## config.mk

```make
export PLATFORM = sky130hd
export DESIGN_NAME = timer_extend_64bit_scheduler
export DESIGN_NICKNAME = d
export VERILOG_FILES = /design/src/hdl/tes_pkg.sv /design/src/hdl/tes_extend.sv /design/src/hdl/tes_alarm.sv /design/src/hdl/timer_extend_64bit_scheduler.sv
export SDC_FILE = /design/constraint.sdc
export NUM_CORES = 2
export LEC_CHECK = 0
export BUFFER_PORTS_ARGS = -buffer_cell sky130_fd_sc_hd__clkbuf_2
export CORE_MARGIN = 1
export CORE_UTILIZATION = 40
export CTS_CLUSTER_SIZE = 25
export DETAILED_ROUTE_END_ITERATION = 10
export GPL_ROUTABILITY_DRIVEN = 0
export PLACE_DENSITY_LB_ADDON = 0.15
export SLEW_MARGIN = 5
export SYNTH_ARGS = -nofsm -noshare
export SYNTH_HDL_FRONTEND = slang
export SYNTH_SLANG_ARGS = --single-unit
```

## constraint.sdc

```tcl
create_clock -name i_clk -period 18.75 [get_ports i_clk]
set_input_delay 0.9375 -clock i_clk [delete_from_list [all_inputs] [get_ports i_clk]]
set_output_delay 0.9375 -clock i_clk [all_outputs]
set_load 0.005 [all_outputs]
```

## src/hdl/tes_pkg.sv

```systemverilog
// Shared types and constants for the 64-bit timer extension and alarm scheduler.
`timescale 1ns / 1ps

package tes_pkg;

    localparam int          CounterWidthDefault = 32;
    localparam logic [31:0] PartitionSizeReset  = 32'h0000_4000;
    localparam logic [31:0] CounterMaskReset    = 32'hFFFF_FFFF;
    localparam logic [63:0] TargetUnset         = 64'hFFFF_FFFF_FFFF_FFFF;

    typedef enum logic [1:0] {
        KIND_EVENT = 2'd0,
        KIND_REL   = 2'd1,
        KIND_ABS   = 2'd2,
        KIND_READ  = 2'd3
    } t_kind;

    typedef enum logic [1:0] {
        CFG_PARTITION_SIZE = 2'd0,
        CFG_COUNTER_MASK   = 2'd1
    } t_cfg_index;

    // Item handed from the time extension to the alarm logic
    typedef struct packed {
        t_kind       kind;
        logic [31:0] reading;
        logic [63:0] operand;
        logic [63:0] now;
        logic [63:0] rel_target;
    } t_ext_item;

endpackage

```

## src/hdl/tes_extend.sv

```systemverilog
// Counter extension: input register, partition tracking and 64-bit time.
`timescale 1ns / 1ps

module tes_extend #(
    parameter int COUNTER_WIDTH = tes_pkg::CounterWidthDefault
) (
    input  logic                i_clk,
    input  logic                i_rst_n,
    input  logic                i_valid,
    output logic                o_ready,
    input  logic [1:0]          i_kind,
    input  logic [31:0]         i_lower_count,
    input  logic [63:0]         i_operand_value,
    input  logic [31:0]         i_partition_size,
    input  logic [31:0]         i_counter_mask,
    output logic                o_valid,
    input  logic                i_ready,
    output tes_pkg::t_ext_item  o_item
);
    import tes_pkg::*;

    localparam logic [31:0] WidthMask = 32'((64'd1 << COUNTER_WIDTH) - 64'd1);

    // input register
    logic        r_0_v;
    t_kind       r_0_kind;
    logic [31:0] r_0_reading;
    logic [63:0] r_0_op;

    // partition stage
    logic        r_a_v;
    t_kind       r_a_kind;
    logic [31:0] r_a_reading;
    logic [31:0] r_a_low;
    logic [63:0] r_a_base;
    logic [63:0] r_a_op;

    // time stage
    logic        r_b_v;
    t_ext_item   r_b_item;

    logic [63:0] r_base;
    logic [31:0] r_cur_part;

    logic        w_ready_0;
    logic        w_ready_a;
    logic        w_ready_b;
    logic [31:0] w_pmask;
    logic [31:0] w_reading;
    logic [31:0] w_part;
    logic [31:0] w_delta;
    logic [63:0] n_base;
    logic [31:0] n_cur_part;

    assign w_ready_b = !r_b_v || i_ready;
    assign w_ready_a = !r_a_v || w_ready_b;
    assign w_ready_0 = !r_0_v || w_ready_a;
    assign o_ready   = w_ready_0;

    always_comb begin
        w_pmask    = i_partition_size - 32'd1;
        w_reading  = r_0_reading & WidthMask;
        w_part     = w_reading & ~w_pmask;
        w_delta    = (w_part - r_cur_part) & WidthMask;
        n_base     = r_base;
        n_cur_part = r_cur_part;
        if (w_part != r_cur_part) begin
            n_base     = r_base + {32'd0, w_delta & i_counter_mask};
            n_cur_part = w_part;
        end
    end

    always_ff @(posedge i_clk) begin
        if (!i_rst_n) begin
            r_0_v      <= 1'b0;
            r_a_v      <= 1'b0;
            r_b_v      <= 1'b0;
            r_base     <= 64'd0;
            r_cur_part <= 32'd0;
        end else begin
            if (w_ready_0) begin
                r_0_v <= i_valid;
            end
            if (w_ready_a) begin
                r_a_v <= r_0_v;
                if (r_0_v) begin
                    r_base     <= n_base;
                    r_cur_part <= n_cur_part;
                end
            end
            if (w_ready_b) begin
                r_b_v <= r_a_v;
            end
        end
    end

    always_ff @(posedge i_clk) begin
        if (w_ready_0) begin
            r_0_kind    <= t_kind'(i_kind);
            r_0_reading <= i_lower_count;
            r_0_op      <= i_operand_value;
        end
        if (w_ready_a) begin
            r_a_kind    <= r_0_kind;
            r_a_reading <= w_reading;
            r_a_low     <= w_reading & w_pmask;
            r_a_base    <= n_base;
            r_a_op      <= r_0_op;
        end
        if (w_ready_b) begin
            r_b_item.kind       <= r_a_kind;
            r_b_item.reading    <= r_a_reading;
            r_b_item.operand    <= r_a_op;
            r_b_item.now        <= r_a_base + {32'd0, r_a_low};
            r_b_item.rel_target <= r_a_base + {32'd0, r_a_low} + r_a_op;
        end
    end

    assign o_valid = r_b_v;
    assign o_item  = r_b_item;

endmodule

```

## src/hdl/tes_alarm.sv

```systemverilog
// Alarm target update, expiry test and compare value generation.
`timescale 1ns / 1ps

module tes_alarm #(
    parameter int COUNTER_WIDTH = tes_pkg::CounterWidthDefault
) (
    input  logic                i_clk,
    input  logic                i_rst_n,
    input  logic                i_valid,
    output logic                o_ready,
    input  tes_pkg::t_ext_item  i_item,
    input  logic [31:0]         i_partition_size,
    input  logic [31:0]         i_counter_mask,
    output logic                o_valid,
    input  logic                i_ready,
    output logic [63:0]         o_time_now,
    output logic                o_expired,
    output logic [31:0]         o_compare_value,
    output logic                o_compare_valid
);
    import tes_pkg::*;

    localparam logic [31:0] WidthMask = 32'((64'd1 << COUNTER_WIDTH) - 64'd1);

    logic        w_alarm;
    logic [63:0] r_target;

    // expiry stage
    logic        r_c_v;
    t_kind       r_c_kind;
    logic [31:0] r_c_reading;
    logic [63:0] r_c_now;
    logic [63:0] r_c_tgt;
    logic        r_c_exp;

    // result register
    logic        r_d_v;
    logic [63:0] r_d_now;
    logic        r_d_exp;
    logic [31:0] r_d_cmp;
    logic        r_d_cmp_v;

    logic        w_ready_c;
    logic        w_ready_d;
    logic        w_load_c;
    logic        w_arm;
    logic [63:0] w_tgt;
    logic        w_exp;
    logic [63:0] n_target;
    logic [63:0] w_diff;
    logic        w_far;
    logic [31:0] n_cmp;
    logic        w_cmp_v;

    assign w_ready_d = !r_d_v || i_ready;
    assign w_ready_c = !r_c_v || w_ready_d;
    assign o_ready   = w_ready_c;
    assign w_load_c  = i_valid && w_ready_c;
    assign w_arm     = i_item.kind != KIND_READ;

    always_comb begin
        case (i_item.kind)
            KIND_REL: w_tgt = i_item.rel_target;
            KIND_ABS: w_tgt = i_item.operand;
            default:  w_tgt = r_target;
        endcase
        w_exp    = w_arm && (w_tgt <= i_item.now);
        n_target = w_exp ? TargetUnset : w_tgt;
    end

    always_comb begin
        w_cmp_v = r_c_kind != KIND_READ;
        w_diff  = (r_c_tgt < r_c_now) ? 64'd0 : (r_c_tgt - r_c_now);
        w_far   = w_diff >= {32'd0, i_partition_size};
        if (!w_cmp_v) begin
            n_cmp = 32'd0;
        end else if (w_far) begin
            n_cmp = (r_c_reading + i_partition_size) & i_counter_mask & WidthMask;
        end else begin
            n_cmp = r_c_tgt[31:0] & i_counter_mask;
        end
    end

    always_ff @(posedge i_clk) begin
        if (!i_rst_n) begin
            r_c_v    <= 1'b0;
            r_d_v    <= 1'b0;
            r_target <= TargetUnset;
        end else begin
            if (w_ready_c) begin
                r_c_v <= i_valid;
            end
            if (w_load_c && w_arm) begin
                r_target <= n_target;
            end
            if (w_ready_d) begin
                r_d_v <= r_c_v;
            end
        end
    end

    always_ff @(posedge i_clk) begin
        if (w_ready_c) begin
            r_c_kind    <= i_item.kind;
            r_c_reading <= i_item.reading;
            r_c_now     <= i_item.now;
            r_c_tgt     <= n_target;
            r_c_exp     <= w_exp;
        end
        if (w_ready_d) begin
            r_d_now   <= r_c_now;
            r_d_exp   <= r_c_exp;
            r_d_cmp   <= n_cmp;
            r_d_cmp_v <= w_cmp_v;
        end
    end

    assign w_alarm         = r_target != TargetUnset;
    assign o_valid         = r_d_v;
    assign o_time_now      = r_d_now;
    assign o_expired       = r_d_exp;
    assign o_compare_value = r_d_cmp;
    assign o_compare_valid = r_d_cmp_v;

    a_exp_cmp_v: assert property (@(posedge i_clk) disable iff (!i_rst_n)
        r_d_v && r_d_exp |-> r_d_cmp_v)
        else $error("expiry reported on a read transfer");

    a_exp_unset: assert property (@(posedge i_clk) disable iff (!i_rst_n)
        w_load_c && w_exp |=> !w_alarm)
        else $error("alarm target not cleared after expiry");

    a_read_hold: assert property (@(posedge i_clk) disable iff (!i_rst_n)
        w_load_c && !w_arm |=> $stable(r_target))
        else $error("read transfer changed the alarm target");

    a_read_zero: assert property (@(posedge i_clk) disable iff (!i_rst_n)
        r_d_v && !r_d_cmp_v |-> (r_d_cmp == 32'd0) && !r_d_exp)
        else $error("read transfer carries compare data");

    a_armed_ahead: assert property (@(posedge i_clk) disable iff (!i_rst_n)
        r_c_v && r_c_kind != KIND_READ |-> r_c_tgt >= r_c_now)
        else $error("pending target behind current time");

endmodule

```

## src/hdl/timer_extend_64bit_scheduler.sv

```systemverilog
// Top level: 64-bit timer extension with one alarm and configuration registers.
//
//  channel   direction  handshake                      payload
//  input     in         i_in_valid / o_in_ready        i_kind, i_lower_count, i_operand_value
//  result    out        o_out_valid / i_out_ready      o_time_now, o_expired,
//                                                      o_compare_value, o_compare_valid
//  config    in         i_cfg_valid / o_cfg_ready      i_cfg_index, i_cfg_data
//
//  One item per cycle sustained while i_out_ready is high; each result passes through the
//  input register, partition stage, time stage, expiry stage and result register.
//  Synchronous reset clears the stage valid flags, the time base, the partition and
//  the alarm target; no clearing pass. A stalled result holds the full stages behind
//  it up to the first empty stage; items keep moving into empty stages.
`timescale 1ns / 1ps

module timer_extend_64bit_scheduler #(
    parameter int COUNTER_WIDTH = tes_pkg::CounterWidthDefault
) (
    input  logic        i_clk,
    input  logic        i_rst_n,
    input  logic        i_in_valid,
    output logic        o_in_ready,
    input  logic [1:0]  i_kind,
    input  logic [31:0] i_lower_count,
    input  logic [63:0] i_operand_value,
    output logic        o_out_valid,
    input  logic        i_out_ready,
    output logic [63:0] o_time_now,
    output logic        o_expired,
    output logic [31:0] o_compare_value,
    output logic        o_compare_valid,
    input  logic        i_cfg_valid,
    output logic        o_cfg_ready,
    input  logic [1:0]  i_cfg_index,
    input  logic [31:0] i_cfg_data
);
    import tes_pkg::*;

    logic [31:0] r_partition_size;
    logic [31:0] r_counter_mask;
    logic        w_ext_valid;
    logic        w_ext_ready;
    t_ext_item   w_ext_item;

    assign o_cfg_ready = 1'b1;

    always_ff @(posedge i_clk) begin
        if (!i_rst_n) begin
            r_partition_size <= PartitionSizeReset;
            r_counter_mask   <= CounterMaskReset;
        end else if (i_cfg_valid) begin
            case (t_cfg_index'(i_cfg_index))
                CFG_PARTITION_SIZE: r_partition_size <= i_cfg_data;
                CFG_COUNTER_MASK:   r_counter_mask   <= i_cfg_data;
                default: ;
            endcase
        end
    end

    tes_extend #(
        .COUNTER_WIDTH (COUNTER_WIDTH)
    ) u_extend (
        .i_clk            (i_clk),
        .i_rst_n          (i_rst_n),
        .i_valid          (i_in_valid),
        .o_ready          (o_in_ready),
        .i_kind           (i_kind),
        .i_lower_count    (i_lower_count),
        .i_operand_value  (i_operand_value),
        .i_partition_size (r_partition_size),
        .i_counter_mask   (r_counter_mask),
        .o_valid          (w_ext_valid),
        .i_ready          (w_ext_ready),
        .o_item           (w_ext_item)
    );

    tes_alarm #(
        .COUNTER_WIDTH (COUNTER_WIDTH)
    ) u_alarm (
        .i_clk            (i_clk),
        .i_rst_n          (i_rst_n),
        .i_valid          (w_ext_valid),
        .o_ready          (w_ext_ready),
        .i_item           (w_ext_item),
        .i_partition_size (r_partition_size),
        .i_counter_mask   (r_counter_mask),
        .o_valid          (o_out_valid),
        .i_ready          (i_out_ready),
        .o_time_now       (o_time_now),
        .o_expired        (o_expired),
        .o_compare_value  (o_compare_value),
        .o_compare_valid  (o_compare_valid)
    );

endmodule
```

======== Yosys cells after proc, flatten, opt, wreduce, memory -nomap -nowiden ========
Index checks and enable logic that the tools add are counted.
storage, ports and cells
  register bits after elaboration ......... 1008
  output and inout bits ................... 101
cells by class
  add/subtract/negate cells ............... 7
  $lt $le $gt $ge ......................... 3
  eq/ne operators ......................... 6
  multiplexer cells ....................... 5
  bitwise gates (word level) .............. 6
  reduce and logical (&&, ||, !) cells .... 18
operator list
  kind                                                                  count
  64-bit two-way mux                                                    3
  32-bit AND                                                            5
  64-bit by 32-bit adder with 64-bit output                             2
  64-bit one-hot mux with 2 select lines                                1
  64-bit adder                                                          1
  64-bit by 32-bit >= comparator with 1-bit output                      1
  64-bit less-or-equal comparator                                       1
  64-bit < comparator                                                   1
  64-bit subtractor                                                     1
  32-bit adder                                                          1
  32-bit two-way mux                                                    1
  32-bit != test                                                        1
  32-bit NOT                                                            1
  32-bit by 1-bit subtractor with 32-bit output, second input constant  1
  32-bit subtractor                                                     1
  2-bit AND reduction                                                   3
  1-bit zero test                                                       5
  1-bit logical OR                                                      5
  2-bit by 1-bit == test with 1-bit output, second input constant       2
  2-bit != test, second input constant                                  2
  1-bit logical AND                                                     3
  3-bit AND reduction                                                   1
  2-bit == test, second input constant                                  1
  2-bit zero test                                                       1

======== Longest topological paths before layout ========
  word-level depth ........................ 7
  mapped depth ............................ 33
  gate-level depth less buffers ........... 31

======== Cells and area by module ========
Synthesis repeated with hierarchy kept, for this count alone.
second synthesis, totals
  cells, all modules ...................... 5112
  area, all modules ....................... 53908.0 µm²
by module, submodules not included
  module                        instances  cells an instance  area each (µm²)  sequential area each (µm²)
  tes_extend                    1          2598               30356.6          17536.8
  tes_alarm                     1          2226               20626.0          9158.8
  timer_extend_64bit_scheduler  1          288                2925.3           1281.2

======== Worst setup path before layout ========
Ideal clock, no wire load.
  kind .................................... in2reg
  from .................................... input port i_out_ready
  to ...................................... register u_extend.r_base[56]
  library setup time ...................... 0.115 ns
  arrival ................................. 7.455 ns
  required time ........................... 18.635 ns
  setup slack ............................. 11.180 ns
  stages .................................. 12
  path through ............................ nor2b_1 -> and2_1 -> clkbuf_1 -> and3_1 -> inv_1 -> nand2_1 -> nor2_8 -> nand2_2 -> nor3_2 -> nand3_1 -> xnor2_1 -> and2_1
on the way
  cells in the longest elaborated chain, start to end .. 5
ends and longest elaborated chain
  what                                  line                                text
  start, declared                       timer_extend_64bit_scheduler.sv:27  input logic i_out_ready,
  1-bit logical OR                      tes_alarm.sv:55                     assign w_ready_d = !r_d_v || i_ready;
  1-bit logical OR                      tes_alarm.sv:56                     assign w_ready_c = !r_c_v || w_ready_d;
  1-bit logical OR                      tes_extend.sv:55                    assign w_ready_b = !r_b_v || i_ready;
  1-bit logical OR                      tes_extend.sv:56                    assign w_ready_a = !r_a_v || w_ready_b;
  2-bit AND reduction (no source line)  --
  end signal, assigned                  tes_extend.sv:87                    r_base <= n_base;
  end, declared                         tes_extend.sv:42                    logic [63:0] r_base;
Every way passes these cells.
A chain may end at the register's enable or synchronous reset.

======== Final worst setup path ========
  from .................................... register r_partition_size[6]
  to ...................................... register u_extend.r_a_base[46], data pin
on the way
  cells in the longest elaborated chain, start to end .. 7
  elaborated cells on any way between the ends .. 8
  classes of those cells .................. add/sub: 3; eq/ne: 1; mux: 1; bitwise: 3
ends and longest elaborated chain
  what                                             line                                text
  start, declared                                  timer_extend_64bit_scheduler.sv:39  logic [31:0] r_partition_size;
  start signal, assigned                           timer_extend_64bit_scheduler.sv:49  r_partition_size <= PartitionSizeReset;
  start signal, assigned                           timer_extend_64bit_scheduler.sv:53  CFG_PARTITION_SIZE: r_partition_size <= i_cfg_data;
  32-bit by 1-bit subtractor with 32-bit output *  tes_extend.sv:61                    w_pmask = i_partition_size - 32'd1;
  32-bit NOT *                                     tes_extend.sv:63                    w_part = w_reading & ~w_pmask;
  32-bit AND *                                     tes_extend.sv:63
  named net u_extend.w_part[20]                    tes_extend.sv:50                    logic [31:0] w_part;
  32-bit subtractor                                tes_extend.sv:64                    w_delta = (w_part - r_cur_part) & WidthMask;
  32-bit AND                                       tes_extend.sv:68                    n_base = r_base + {32'd0, w_delta & i_counter_mask};
  64-bit by 32-bit adder with 64-bit output        tes_extend.sv:68
  64-bit two-way mux *                             tes_extend.sv:67                    if (w_part != r_cur_part) begin
  named net u_extend.n_base[46]                    tes_extend.sv:52                    logic [63:0] n_base;
  end signal, assigned                             tes_extend.sv:107                   r_a_base <= n_base;
  end, declared                                    tes_extend.sv:35                    logic [63:0] r_a_base;
The timed path passes the listed nets; every way through them passes the cells marked *.

==> out/results.tsv <==
stage	metric	value	unit
clock_tree	hold-fix buffers at CTS	0	
grt	first-pass GRT wire length	229	mm
synth	most frequent cell after synthesis	edfxtp_1	
route	Iter 0 DRT Violations	3756	
floorplanning	io pins	238	
clock_tree	clk sinks	1008	
place	DP Area	55600	um^2
clock_tree	H-tree Lvls	3	
setup_path	Crit path required time	19.21	ns
route	Detailed Routing Iterations Pass 1	7	
synth	Synth area leader	edfxtp_1	
clock_tree	Worst-Skew Late Latency	0.75	ns
setup_path	RR Endpoint	u_extend.r_a_base[46]	
floorplanning	die height	365	um
sta	Final Setup Violations	0	
grt	Tot GR Track Use	0.231	
setup_path	Critical Path End	u_extend.r_a_base[46]	
setup_path	critical path data arrival time	8.59	ns
pwr	Cell Pwr Density	133	nW/um^2
sta	relative slew slack	0.257	
setup_path	CP Max Fanout	9	
grt	number of global-route vias before repair	35698	
sta	Final min period	8.13	ns
pwr	LEAKAGE	0.0244	uW
synth	Yosys cell types	96	
hold_path	Hold Path Class	in -> reg	
floorplanning	full die area	133000	um^2
synth	Primary FF master, synth	edfxtp_1	
route	aggregate routed wire length	156	mm
sta	Final Hold Vio Count	0	
finish	register area	28000	um^2
setup_path	Register-to-Register Setup Slack	10.62	ns
route	DRC viols	0	
synth	Syn Nets	5472	
setup_path	Worst Setup SP	r_partition_size[6]	
grt	grt ovf	0	
setup_path	max incr delay on CP	0.80	ns
setup_path	CP Launch Type	flop	
place	Buffers on Ports	236	
floorplanning	DIE WIDTH	365	um
synth	fraction of registers with async set/reset	0	
setup_path	CP endpoint kind	flop	
synth	number of synthesized flops with an enable pin	779	
setup_path	CP max stage cell	a21oi_1	
grt	initial antenna violation count	4	
route	Routed Antenna Nets	0	
setup_path	critical path type	reg -> reg	
clock_tree	CTS-repair resized insts	0	
synth	Ys Warns	0	
clock_tree	Root Buffer	clkbuf_16	
clock_tree	clock transition at the registers of the reported paths	0.06	ns
route	WL/cell	22.2	um
finish	footprint of the multi-input gates	22800	um^2
setup_path	R2R Path Start	r_partition_size[6]	
finish	synthesis-to-finish area growth	12.9	%
synth	Post-Syn Instances	4975	
finish	Final #Nets	5688	
clock_tree	CTS tree	done	
synth	Synth Register Bits	1008	
sta	RSZ-0062 raised after global routing	no	
sta	Worst Tran Pin Value	1.11	ns
finish	Fill cells	12230	
place	detailed placement HPWL	118	mm
clock_tree	CTS Buf Count	110	
sta	Fin Setup TNS	0	ns
synth	Post-Syn Area per Cell	10.6	um^2
finish	post-route cell area	59400	um^2
floorplanning	# rows	132	
setup_path	worst reg-to-reg path cell count	29	
sta	Post-Route Skew	0.0324	ns
setup_path	CP dominant cell by count	nor2_1	
grt	largest net degree at the start of global routing	94	
place	dpl cells	6821	
synth	Yosys top cell area share	0.444	
floorplanning	Starting Density	0.405	
sta	Final period util	0.434	
route	DR vias	38141	
synth	sequential element share of the synthesized area	0.531	
run	max-cap violation count	0	
finish	count of non-filler cells in the finished layout	7032	
route	Vias/cell	5.42	
clock_tree	Post-CTS Setup Inserts	0	
floorplanning	core box area	130000	um^2
outcome	status	finished, final reports clean	
clock_tree	Bufs on Longest Clock Path	3	
synth	ranking of synthesized cells by area	edfxtp_1, dfxtp_1, ha_1, nand2_1, xnor2_1	
finish	fraction of layout instances using a drive strength above 1	0.0974	
pwr	VDD IR max	0.0000911	V
sta	Fmax	123	MHz
synth	Syn Std Cell Area	52600	um^2
sta	Slew Viols, Final	0	
synth	top cells by count, synth	edfxtp_1, nand2_1, a21oi_1	
logic make-up after synthesis:
kind of cell	count (synthesis)	synth area share
AOI/OAI and AO/OA	1132	0.137
buffers and inverters	499	0.0376
muxes	42	0.00808
and+or+nand+nor	1609	0.146
xor gates and xnor gates	324	0.0540
adders and majority gates	360	0.0864
DFF	1008	0.531
other	1	0.0000712
final cells by class:
cell class,count,area share
tap,1742,0.0367
sequential,1008,0.471
inverter,333,0.0213
clock buffer,134,0.0494
clock inverter,74,0.0147
antenna,3,0.000126
multi-input combinational,3468,0.383
timing repair buffer,270,0.0242
flip-flops by register name (all words and copies together) (netlist names), 64 cells and up:
register            count
u_alarm.o_time_now     64
u_alarm.r_c_now        64
u_alarm.r_c_tgt        64
u_alarm.r_target       64
u_extend.o_item       226
u_extend.r_0_op        64
u_extend.r_a_base      64
u_extend.r_a_op        64
u_extend.r_base        64
worst min-delay path by stage:
stage / slack (ns) / startpoint / cells past startpoint / to
5_1_grt: 0.35 / i_lower_count[21] / 1 / u_extend.r_0_reading[21]
4_1_cts: 0.31 / i_lower_count[21] / 1 / u_extend.r_0_reading[21]
3_3_place_gp: 0.40 / u_extend.r_a_reading[22] / 0 / u_extend.o_item[214]
6_report: 0.37 / i_lower_count[21] / 1 / u_extend.r_0_reading[21]
3_5_place_dp: 0.40 / u_alarm.r_c_exp / 0 / u_alarm.o_expired
2_1_floorplan: 0.40 / u_alarm.r_c_exp / 0 / u_alarm.o_expired
worst max-delay path: cells and delay by family, from the launching register on:
kind,cells,cell delay (ns)
flops,1,0.39
fa+ha+maj,2,0.69
xor+xnor,1,0.16
simple gates,18,3.99
mux,1,0.25
compound gates,7,2.37
cell usage in the layout (no fill, tap or decap), types with 22 or more instances in the layout:
master     synthesis  final
edfxtp_1         779    779
nand2_1          573    569
a21oi_1          384    384
ha_1             354    352
nor2_1           340    340
inv_1            333    330
clkbuf_2           1    235
dfxtp_1          229    229
xnor2_1          227    227
nand3_1          184    184
o21ai_0          178    178
a21o_1           144    144
clkbuf_16          0    111
and2_1            99     99
xor2_1            96     96
a21boi_0          95     95
nand4_1           80     80
nor2b_1           79     79
a22oi_1           65     65
nor3_1            57     56
nand2b_1          47     47
o21bai_1          44     43
o21a_1            41     41
and3_1            38     38
mux2i_1           38     38
buf_4              7     35
a31oi_1           32     32
or3_1             27     27
a211oi_1          24     23
clkinv_2           0     22
per-stage QoR:
| step | hold WS [ns] | setup WS, ns | utilization | total power [uW] |
|---|---|---|---|---|
| after floorplan | 0.400 | 11.18 | - | 4770 |
| after global placement | 0.401 | 10.77 | 0.428 | 5570 |
| after detailed placement | 0.405 | 10.68 | 0.428 | 5590 |
| after CTS | 0.314 | 10.66 | 0.457 | 7900 |
| after global routing | 0.350 | 10.09 | 0.457 | 8310 |
| final | 0.369 | 10.62 | 0.457 | 7880 |
report_power, final:
part / switching (uW) / internal [uW] / total, uW / leakage [uW]
registers: 205 / 2810 / 3020 / 0.0104
clock network: 948 / 1340 / 2290 / 0.00184
logic: 1560 / 1010 / 2570 / 0.0122
total: 2710 / 5160 / 7880 / 0.0244
metal layers:
| layer | track usage | up-vias | share of wire |
|---|---|---|---|
| li1 | - | 18323 | - |
| met1 | 0.352 | 18477 | 0.49 |
| met2 | 0.338 | 1178 | 0.42 |
| met3 | 0.0385 | 163 | 0.074 |
| met4 | 0.0572 | 0 | 0.019 |
| met5 | 0 | - | 0 |
(Power assumes the default switching activity.)
